$ cat src/hdl/rthp_pkg.sv
// ----------------------------------------------------------------------------
// rthp_pkg: shared types and constants for the RGB to HSL pixel converter
// Holds the word that travels down the division chain and the field widths.
// ----------------------------------------------------------------------------
`default_nettype none
package rthp_pkg;

  localparam int unsigned ChanW    = 8;
  localparam int unsigned NumCells = 8;
  localparam int unsigned PixW     = 3 * ChanW;

  // Work word of one pixel in flight. Each division keeps a running
  // remainder, a divisor aligned to the current quotient bit and the
  // quotient bits found so far.
  typedef struct packed {
    logic [ChanW-1:0] lig;
    logic [15:0]      s_rem;
    logic [15:0]      s_dsh;
    logic [ChanW-1:0] s_quo;
    logic [18:0]      h_rem;
    logic [17:0]      h_dsh;
    logic [ChanW-1:0] h_quo;
  } rthp_work_t;

endpackage
`default_nettype wire

$ cat src/hdl/rgb_to_hsl_pixel.sv
// ----------------------------------------------------------------------------
// rgb_to_hsl_pixel: streaming RGB to HSL pixel converter
// Converts one 8-bit RGB pixel per clock, unless the output stalls, into 8-bit hue, saturation, lightness.
// ----------------------------------------------------------------------------
//
//  Channel     Direction  Payload (tdata, lowest bit first)
//  s_axis_*    in         red[7:0], green[15:8], blue[23:16]
//  m_axis_*    out        hue[7:0], saturation[15:8], lightness[23:16]
//
// A request is taken every clock while the pipeline is not stalled. Each
// request passes one front-end register, then eight division cells that
// each settle one quotient bit of the saturation and the hue divisions; the
// result is shown by the last cell. The number of cells is set by the
// eight-bit quotient of the division chain. The whole pipeline, bubbles
// included, holds while a result waits unaccepted at the output.
// Reset clears only the valid bits.
`default_nettype none
module rgb_to_hsl_pixel (
  input  logic                      clk_i,
  input  logic                      rst_ni,
  input  logic                      s_axis_tvalid,
  output logic                      s_axis_tready,
  // red[7:0], green[15:8], blue[23:16]
  input  logic [rthp_pkg::PixW-1:0] s_axis_tdata,
  output logic                      m_axis_tvalid,
  input  logic                      m_axis_tready,
  // hue[7:0], saturation[15:8], lightness[23:16]
  output logic [rthp_pkg::PixW-1:0] m_axis_tdata
);
  import rthp_pkg::*;

  rthp_work_t prep_w, prep_q;
  logic       prep_vq;
  logic       en;
  rthp_work_t chain_w [NumCells+1];
  logic       chain_v [NumCells+1];

  // Only the output stage can hold the chain back; bubbles do not.
  assign en            = !chain_v[NumCells] || m_axis_tready;
  assign s_axis_tready = en;

  rthp_prep u_prep (
    .red_i   (s_axis_tdata[ChanW-1:0]),
    .green_i (s_axis_tdata[2*ChanW-1:ChanW]),
    .blue_i  (s_axis_tdata[3*ChanW-1:2*ChanW]),
    .work_o  (prep_w)
  );

  always_ff @(posedge clk_i or negedge rst_ni) begin
    if (!rst_ni) begin
      prep_vq <= 1'b0;
    end else if (en) begin
      prep_vq <= s_axis_tvalid;
    end
  end

  always_ff @(posedge clk_i) begin
    if (en) begin
      prep_q <= prep_w;
    end
  end

  assign chain_w[0] = prep_q;
  assign chain_v[0] = prep_vq;

  // Each cell resolves the next lower quotient bit of both divisions.
  for (genvar k = 0; k < NumCells; k++) begin : g_cell
    rthp_div_cell u_cell (
      .clk_i   (clk_i),
      .rst_ni  (rst_ni),
      .en_i    (en),
      .valid_i (chain_v[k]),
      .work_i  (chain_w[k]),
      .valid_o (chain_v[k+1]),
      .work_o  (chain_w[k+1])
    );
  end

  assign m_axis_tvalid = chain_v[NumCells];
  assign m_axis_tdata  = {chain_w[NumCells].lig, chain_w[NumCells].s_quo,
                          chain_w[NumCells].h_quo};

endmodule
`default_nettype wire

$ cat src/hdl/rthp_prep.sv
// ----------------------------------------------------------------------------
// rthp_prep: front end of the converter
// Finds max, min and spread, the lightness, and both division operands.
// ----------------------------------------------------------------------------
`default_nettype none
module rthp_prep (
  input  logic [rthp_pkg::ChanW-1:0] red_i,
  input  logic [rthp_pkg::ChanW-1:0] green_i,
  input  logic [rthp_pkg::ChanW-1:0] blue_i,
  output rthp_pkg::rthp_work_t       work_o
);
  import rthp_pkg::*;

  logic [7:0]         mx, mn, d;
  logic [8:0]         sum, sden;
  logic [9:0]         inv_sum;
  logic               gray;
  logic signed [11:0] hraw, hadj;
  logic [10:0]        d6, hn, hden;
  logic [15:0]        gray_l;
  logic [16:0]        col_l;

  always_comb begin
    mx = red_i;
    mn = red_i;
    if (green_i > mx) mx = green_i;
    if (blue_i  > mx) mx = blue_i;
    if (green_i < mn) mn = green_i;
    if (blue_i  < mn) mn = blue_i;
    gray    = (mx == mn);
    d       = mx - mn;
    sum     = {1'b0, mx} + {1'b0, mn};
    inv_sum = 10'd512 - {1'b0, sum};
    d6      = {1'b0, d, 2'b00} + {2'b00, d, 1'b0};

    if (red_i == mx) begin
      hraw = $signed({4'b0, green_i}) - $signed({4'b0, blue_i});
    end else if (green_i == mx) begin
      hraw = $signed({3'b0, d, 1'b0}) + $signed({4'b0, blue_i})
           - $signed({4'b0, red_i});
    end else begin
      hraw = $signed({2'b0, d, 2'b0}) + $signed({4'b0, red_i})
           - $signed({4'b0, green_i});
    end
    // Negative hue wraps by one full turn.
    hadj = hraw[11] ? hraw + $signed({1'b0, d6}) : hraw;
    hn   = hadj[10:0];

    sden = sum[8] ? inv_sum[8:0] : sum;
    if (gray) begin
      sden = 9'd1;
      hden = 11'd1;
    end else begin
      hden = d6;
    end

    gray_l = {mx, 8'b0} - {8'b0, mx};
    col_l  = {sum, 8'b0} - {8'b0, sum};

    work_o.lig   = gray ? gray_l[15:8] : col_l[16:9];
    work_o.s_rem = {d, 8'b0} - {8'b0, d};
    work_o.s_dsh = {sden[8:0], 7'b0};
    work_o.s_quo = '0;
    work_o.h_rem = {hn, 8'b0} - {8'b0, hn};
    work_o.h_dsh = {hden, 7'b0};
    work_o.h_quo = '0;
  end

endmodule
`default_nettype wire

$ cat src/hdl/rthp_div_cell.sv
// ----------------------------------------------------------------------------
// rthp_div_cell: one restoring division step for saturation and hue
// Resolves one quotient bit of each division and hands the word onward.
// ----------------------------------------------------------------------------
`default_nettype none
module rthp_div_cell (
  input  logic                 clk_i,
  input  logic                 rst_ni,
  input  logic                 en_i,
  input  logic                 valid_i,
  input  rthp_pkg::rthp_work_t work_i,
  output logic                 valid_o,
  output rthp_pkg::rthp_work_t work_o
);
  import rthp_pkg::*;

  rthp_work_t work_d, work_q;
  logic       valid_q, s_bit, h_bit;

  always_comb begin
    s_bit        = (work_i.s_rem >= work_i.s_dsh);
    h_bit        = (work_i.h_rem >= {1'b0, work_i.h_dsh});
    work_d       = work_i;
    work_d.s_rem = s_bit ? work_i.s_rem - work_i.s_dsh : work_i.s_rem;
    work_d.h_rem = h_bit ? work_i.h_rem - {1'b0, work_i.h_dsh} : work_i.h_rem;
    work_d.s_dsh = work_i.s_dsh >> 1;
    work_d.h_dsh = work_i.h_dsh >> 1;
    work_d.s_quo = {work_i.s_quo[ChanW-2:0], s_bit};
    work_d.h_quo = {work_i.h_quo[ChanW-2:0], h_bit};
  end

  always_ff @(posedge clk_i or negedge rst_ni) begin
    if (!rst_ni) begin
      valid_q <= 1'b0;
    end else if (en_i) begin
      valid_q <= valid_i;
    end
  end

  always_ff @(posedge clk_i) begin
    if (en_i) begin
      work_q <= work_d;
    end
  end

  assign valid_o = valid_q;
  assign work_o  = work_q;

endmodule
`default_nettype wire

$ cat config.mk
export PLATFORM = sky130hd
export DESIGN_NAME = rgb_to_hsl_pixel
export DESIGN_NICKNAME = d
export VERILOG_FILES = /design/src/hdl/rthp_pkg.sv /design/src/hdl/rgb_to_hsl_pixel.sv /design/src/hdl/rthp_prep.sv /design/src/hdl/rthp_div_cell.sv
export SDC_FILE = /design/constraint.sdc
export NUM_CORES = 1
export LEC_CHECK = 0
export BUFFER_PORTS_ARGS = -buffer_cell sky130_fd_sc_hd__buf_2
export CAP_MARGIN = 20
export CORE_ASPECT_RATIO = 0.8
export CORE_MARGIN = 1
export CORE_UTILIZATION = 60
export CTS_BUF_LIST = sky130_fd_sc_hd__clkbuf_2
export DETAILED_ROUTE_END_ITERATION = 7
export HOLD_SLACK_MARGIN = 0.02
export PLACE_DENSITY_LB_ADDON = 0.2
export RECOVER_POWER = 25
export SYNTH_ARGS = -nofsm -noshare
export SYNTH_HDL_FRONTEND = slang
export SYNTH_HIERARCHICAL = 1
export SYNTH_SLANG_ARGS = --single-unit
$ cat constraint.sdc
create_clock -name clk_i -period 7.5 [get_ports clk_i]
set_clock_uncertainty 0.15 [all_clocks]
set_input_delay 0.75 -clock clk_i [delete_from_list [all_inputs] [get_ports clk_i]]
set_output_delay 0.75 -clock clk_i [all_outputs]
set_load 0.005 [all_outputs]
* Yosys cells after proc, flatten, opt, wreduce, memory -nomap -nowiden
Cells that the tools add are included.
** Storage, ports and cells
- Bits in registers :: 593
- Input bits :: 28
** Cells by class
- Add/sub/neg operators :: 28
- Magnitude comparators :: 20
- Eq/ne operators :: 3
- Mux-type cells :: 23
- Bitwise logic cells :: 1
- Reductions and logical operators :: 3
** Operators with widths (number)
- 19-bit two-way mux :: 7
- 16-bit two-way mux :: 7
- 8-bit two-way mux :: 6
- 16-bit by 8-bit subtractor with 16-bit output :: 2
- 8-bit equality test :: 3
- 12-bit two-way mux :: 2
- 12-bit by 9-bit subtractor with 12-bit output :: 2
- 19-bit by 11-bit greater-or-equal comparator with 1-bit output :: 1
- 19-bit by 12-bit greater-or-equal comparator with 1-bit output :: 1
- 19-bit by 13-bit greater-or-equal comparator with 1-bit output :: 1
- 19-bit by 14-bit greater-or-equal comparator with 1-bit output :: 1
- 19-bit by 15-bit greater-or-equal comparator with 1-bit output :: 1
- 19-bit by 16-bit greater-or-equal comparator with 1-bit output :: 1
- 19-bit by 17-bit greater-or-equal comparator with 1-bit output :: 1
- 19-bit by 18-bit greater-or-equal comparator with 1-bit output :: 1
- 19-bit by 11-bit subtractor with 19-bit output :: 1
- 19-bit by 12-bit subtractor with 19-bit output :: 1
- 19-bit by 13-bit subtractor with 19-bit output :: 1
- 19-bit by 14-bit subtractor with 19-bit output :: 1
- 19-bit by 15-bit subtractor with 19-bit output :: 1
- 19-bit by 16-bit subtractor with 19-bit output :: 1
- 19-bit by 17-bit subtractor with 19-bit output :: 1
- 19-bit by 18-bit subtractor with 19-bit output :: 1
- 17-bit by 9-bit subtractor with 17-bit output :: 1
- other kinds (30) :: 32

* Longest topological paths before layout
Gate-level depths: netlist of the first run.
- Word-level depth :: 12
- Mapped depth :: 48
- Depth with buffers taken out :: 46

* Modules after synthesis
The synthesis of the first run kept the hierarchy.
** Modules (own cells, without submodules)
- rthp_div_cell at g_cell[0].u_cell ... :: instances 6, cells each 454, area each 5357.6 sq um
- rthp_prep :: instances 1, cells each 799, area each 5918.2 sq um
- rthp_div_cell at g_cell[7].u_cell :: instances 1, cells each 439, area each 5291.3 sq um
- rthp_div_cell at g_cell[1].u_cell :: instances 1, cells each 396, area each 4931.0 sq um
- rgb_to_hsl_pixel :: instances 1, cells each 96, area each 2846.5 sq um

* Least setup slack after synthesis of the first run
Ideal clock, no wire load.
- Kind :: input-to-reg
- From :: in s_axis_tdata[0] in the netlist's numbering
- To :: reg prep_q, in the netlist chain_w[787] (data pin)
- Library setup time :: 0.258 ns
- Arrival :: 9.947 ns
- Data required time :: 7.092 ns
- Slack :: -2.855 ns
- Stages on the path :: 46
- Cell sequence :: clkbuf_1 > inv_1 > ha_1 > and4_1 > nand2_1 > and2_1 > clkbuf_1 > nor2_1 > mux2i_1 > ha_1 > and3_1 > a221o_1 > a22oi_4 > buf_2 > buf_1 > nor2_1 > a21oi_1 > inv_1 > [... 10 more ...] > o21a_1 > or3_1 > nand2_1 > mux2i_1 > mux2i_1 > inv_1 > ha_1 > a21oi_1 > nor2_1 > nor2_1 > xor2_1 > o221a_2 > ha_1 > a21o_1 > a21oi_1 > nor3b_2 > and4bb_1 > xnor2_1
** RTL lines
- start, declared :: RTL line rgb_to_hsl_pixel.sv:24 : input logic [rthp_pkg::PixW-1:0] s_axis_tdata,
- end signal, assigned :: RTL line rgb_to_hsl_pixel.sv:59 : prep_q <= prep_w;
- end, declared :: RTL line rgb_to_hsl_pixel.sv:32 : rthp_work_t prep_w, prep_q;

==> results of run 1 <==
final cells by class:
cell class	count	area, µm²
Sequential cell	691	20700
Antenna cell	4	10.0
Tap cell	1001	1250
Timing Repair Buffer	376	2860
Clock inverter	60	314
Inverter	449	1700
Clock buffer	239	1200
Fill cell	5665	23400
Multi-Input combinational cell	2826	22900
metrics by stage:
| stage | area (µm²) | hold slack (ns) | worst slack, ns | util [%] |
|---|---|---|---|---|
| finish | 50900 | 0.201 | -0.404 | 68.5 |
| global route | 50900 | 0.123 | -0.627 | 68.5 |
| CTS | 50400 | 0.0678 | -0.0757 | 67.9 |
| detailed placement | 48000 | 0.255 | -1.78 | 64.7 |
| global placement | 48000 | 0.250 | -1.62 | 64.7 |
| floorplan | 45800 | 0.250 | -1.70 | - |
placed cells by master, fill, tap and decap left out, types with 20 or more instances in the layout:
| cell | instances |
|---|---|
| inv_1 | 432 |
| nor2_1 | 266 |
| a21oi_2 | 22 |
| mux2_4 | 93 |
| nor2b_1 | 34 |
| edfxtp_1 | 682 |
| a21oi_1 | 312 |
| nand4_1 | 61 |
| mux2i_1 | 58 |
| nand3_1 | 36 |
| o21ai_0 | 164 |
| nor3_1 | 43 |
| o211ai_1 | 48 |
| o21a_1 | 39 |
| fa_1 | 32 |
| a211oi_1 | 47 |
| conb_1 | 28 |
| xor2_1 | 99 |
| o21bai_1 | 38 |
| ha_4 | 25 |
| xnor2_1 | 152 |
| mux2_2 | 60 |
| or2_2 | 32 |
| clkbuf_2 | 239 |
| buf_2 | 40 |
| nand2_1 | 168 |
| buf_6 | 20 |
| nand2b_1 | 43 |
| a31oi_1 | 34 |
| clkinv_1 | 37 |
| ha_1 | 341 |
| buf_4 | 307 |
| o31ai_1 | 23 |
| a21o_1 | 110 |
registers in the layout, indices dropped and copies added, names as in the netlist:
name                   count
g_cell.u_cell/work_o     605
chain_w                   77
g_cell.u_cell/valid_o      8
prep_vq                    1
critical path, delay by kind of cell:
family / cells / cell delay [ns]
AOI/OAI and AO/OA: 11 / 1.97
xor gates and xnor gates: 2 / 0.23
adders and majority gates: 8 / 2.44
buffers and inverters: 12 / 1.15
muxes: 3 / 0.43
and+or+nand+nor: 9 / 1.74
layer usage:
layer	part of all wire [%]	vias up	GRT usage (%)	routed length, µm
met3	5.2	226	4.65	5390
met5	0.015	-	0.629	15
met4	3.1	2	10.8	3190
met2	47	972	44.4	48700
li1	-	15937	-	-
met1	44	15334	34.9	45500
worst max path at each step:
| stage | slack, ns | cells after the start | endpoint | start |
|---|---|---|---|---|
| after floorplan | -1.70 | 44 | chain_w[787] | s_axis_tdata[2] |
| after global placement | -1.62 | 42 | chain_w[787] | s_axis_tdata[5] |
| after detailed placement | -1.78 | 44 | chain_w[787] | s_axis_tdata[3] |
| after CTS | -0.08 | 44 | chain_w[787] | s_axis_tdata[1] |
| after global routing | -0.63 | 43 | chain_w[787] | s_axis_tdata[1] |
| final | -0.40 | 45 | chain_w[787] | s_axis_tdata[3] |
timing repair:
action / 4_1_cts / 5_1_grt
hold endpoints to repair: 29 / 0
setup buffers: 71 / 22
pin swaps: 52 / 45
resized for setup: 62 / 72
hold buffers: 5 / 0
endpoints found under the setup margin: 9 / 18
cloned: 1 / 0
==> impl_metrics.toml, run 1 <==
[yosys]
yosys_warnings = 6
avgSynthCellArea_um2 = 11.1
syn-cell-area_um2 = 45400
synthCells = 4092

[critical_path]
crit_fanout = 6
cp-start-kind = "input pin"
path_common_cell = "inv_1"
crit_type = "input pin to flop"
crit_path_top_delay_cell = "fa_1"
r2r_cells = 9
r2r_end = "g_cell[1].u_cell/work_o[27]"
rrSetupSlack_ns = 3.85
worstPathArrival_ns = 8.74
required_ns = 8.34
cp-end-kind = "flop"
cpPeakStageDelay_ns = 0.54
r2r-start = "g_cell[0].u_cell/work_o[32]"

[drt]
drc = 0
vias_per_cell = 5.75
drtIter0Drc = 2348
vias = 32471
finalWirelength_mm = 103
dr.pass1.iters = 8
wl_per_cell_um = 18.2
ant_nets = 0

[floorplanning]
core_um2 = 74300
initial_utilization_pct = 61.1
io_pins = 54
die_w_um = 309
die_area_um2 = 76700
rows = 89
die_h_um = 248

[sta]
min_period_ns = 7.90
fin_ws_ns = -0.404
tns_ns = -2.48
rsz0062_at_grt = "yes"
max_freq_mhz = 127
drv_slew = 0
setup_viol_count_final = 11
max_slew_margin_pct = 28.6
finalCritPeriodShare_pct = 105
tightestPinTransition_ns = 1.07
hold_violations = 0

[min_path]
hold_depth = 0
worstHoldEndpoint = "g_cell[4].u_cell/work_o[85]"
hp-start = "g_cell[3].u_cell/work_o[85]"
holdCritPathClass = "flop to flop"

[cells_and_area]
area_delta_synth_final_pct = 12.2
stdcell_count = 5646
drive_above_1_share_pct = 22.9
nets = 4942

[clock_network]
cts_root_buf = "clkbuf_2"
cts_buffers = 167
cts_max_path_buffers = 3
clock_latency_ns = 1.37
htreeDepth = 4
cts_sinks = 691
path_clk_slew_ns = 0.10
cts_tree = "done"

[placed_design]
gp_congestion = 0.976
dp.cells = 5251
io_buffers = 53
dp_hpwl_mm = 75.7

[run]
maxCapViolCount = 0

[global_route]
grt_usage_pct = 26.8
grt_pass1_vias = 31657
grt_max_degree = 178
grt_pass1_wl_mm = 163
gr-total-overflow = 0
antenna_found_initial = 2

[run_status]
status = "finished, violations left"
violations = "negative setup slack"
Power of run 1 is left out: the tool's default activity adds up to more than one toggle a clock period on the data nets, which glitch-free logic cannot reach.
==> inputs of run 2 (changes only) <==
--- a/config.mk
+++ b/config.mk
@@ -17,2 +17,3 @@
 export RECOVER_POWER = 25
+export SETUP_SLACK_MARGIN = 0.15
 export SYNTH_ARGS = -nofsm -noshare
==> constraint.sdc (replaced) <==
create_clock -name clk_i -period 7.5 [get_ports clk_i]
set_clock_uncertainty 0.15 [all_clocks]
set_input_delay 1.125 -clock clk_i [delete_from_list [all_inputs] [get_ports clk_i]]
set_output_delay 1.125 -clock clk_i [all_outputs]
set_load 0.005 [all_outputs]
==> impl_metrics.toml, run 2 (same netlist as run 1, synthesis figures left out) <==
[floorplanning]
initial_utilization_pct = 61.1
io_pins = 54
rows = 89
die_w_um = 309
die_h_um = 248
core_um2 = 74300
die_area_um2 = 76700

[global_route]
grt_pass1_vias = 31205
met1_usage_pct = 34.7
gr-total-overflow = 0
grt.busiest_layer = "met2"
grt_max_degree = 161
use_met2_pct = 44.1
antenna_found_initial = 3
grt_usage_pct = 26.5
grt_pass1_wl_mm = 161
use_met3_pct = 4.56

[drt]
drc = 0
wl_per_cell_um = 18.0
ant_nets = 0
vias = 32477
finalWirelength_mm = 102
vias_per_cell = 5.75
dr.pass1.iters = 6
drtIter0Drc = 2211

[cells_and_area]
final_cell_mix = "682 x edfxtp_1, 423 x inv_1, 342 x ha_1, 313 x buf_4, 310 x a21oi_1"
fin_util_pct = 68.8
drive_above_1_share_pct = 23.4
nets = 4950
layout_commonest_cell = "edfxtp_1"
largest_register_ffs = 605
fillers = 5600
area_delta_synth_final_pct = 12.7

[critical_path]
crit_type = "input pin to flop"
crit_fanout = 4
required_ns = 8.41
worstPathArrival_ns = 9.25
crit_path_top_delay_cell = "fa_2"
cp-start-kind = "input pin"
cp-end-kind = "flop"
path_common_cell = "buf_4"
cpPeakStageDelay_ns = 0.35

[placed_design]
gp_congestion = 0.917
dpl_worst_slack_ns = -2.19
io_buffers = 53
dp_hpwl_mm = 75.5

[sta]
rsz0062_at_grt = "yes"
timing.hold.ws_ns = 0.198
finalCritPeriodShare_pct = 111
setup_viol_count_final = 14
tightestPinTransition_ns = 1.02
max_slew_margin_pct = 32.2
fin_ws_ns = -0.842
min_period_ns = 8.34
hold_violations = 0
max_freq_mhz = 120
drv_slew = 0

[clock_network]
path_clk_slew_ns = 0.10
cts_sinks = 691
cts_tree = "done"
cts_buffers = 166
htreeDepth = 4
clock_latency_ns = 1.42
cts_root_buf = "clkbuf_2"
cts_max_path_buffers = 3

[run_status]
violations = "negative setup slack"
status = "finished, violations left"

[min_path]
holdCritPathClass = "flop to flop"

[run]
maxCapViolCount = 0
==> run 2: final timing paths <==
check	start	end	slack, ns	cells past startpoint
hold reg to reg	g_cell[4].u_cell/work_o[89]	g_cell[5].u_cell/work_o[89]	0.20	0
min in group asynchronous	rst_ni	g_cell[0].u_cell/valid_o	0.56	3
hold / removal	g_cell[4].u_cell/work_o[89]	g_cell[5].u_cell/work_o[89]	0.20	0
setup reg to reg	g_cell[5].u_cell/work_o[23]	g_cell[6].u_cell/work_o[32]	3.97	9
max in group asynchronous	rst_ni	g_cell[7].u_cell/valid_o	6.31	3
setup / recovery	s_axis_tdata[6]	chain_w[788]	-0.84	57
==> run 2: critical path: cells and delay by family <==
kind / cells / cell delay, ns
AO/OA/AOI/OAI: 11 / 1.84
XOR/XNOR: 2 / 0.30
adder cells (fa/ha/maj): 2 / 0.60
buffers and inverters: 36 / 4.28
multiplexers: 1 / 0.22
AND/OR/NAND/NOR: 5 / 0.86
==> run 2: area by class of cell <==
class	instances	area [µm²]	area share (%)
inverters	449	1700	3.33
flip-flops and latches	691	20700	40.5
repair buffers	385	2950	5.77
multi-input cells	2826	23000	45.0
well taps	1001	1250	2.45
clock buffers	235	1180	2.30
clock inverters	59	315	0.617
diodes	7	17.5	0.0343
==> run 2: metrics by stage <==
stage               instances  area (µm²)  TNS [ns]
finish                   5653       51100     -7.46
global route             5649       51100    -10.87
CTS                      5622       50500     -3.12
detailed placement       5262       48100    -31.99
global placement         5262       48100    -28.99
floorplan                4112       45800    -26.16
==> run 2: timing repair <==
item / 4_1_cts / 5_1_grt
setup endpoints to repair: 16 / 17
resized for setup: 73 / 109
buffers inserted: 62 / 24
gates cloned: 1 / 0
hold buffers: 3 / 0
hold endpoints to repair: 10 / 0
pin swaps: 51 / 71
==> run 2: layer usage <==
layer	vias up	share of wire, %
met1	15473	44
met4	0	2.7
li1	15969	-
met5	-	0
met2	849	48
met3	186	5.3
Power of run 2 is left out for the same reason.
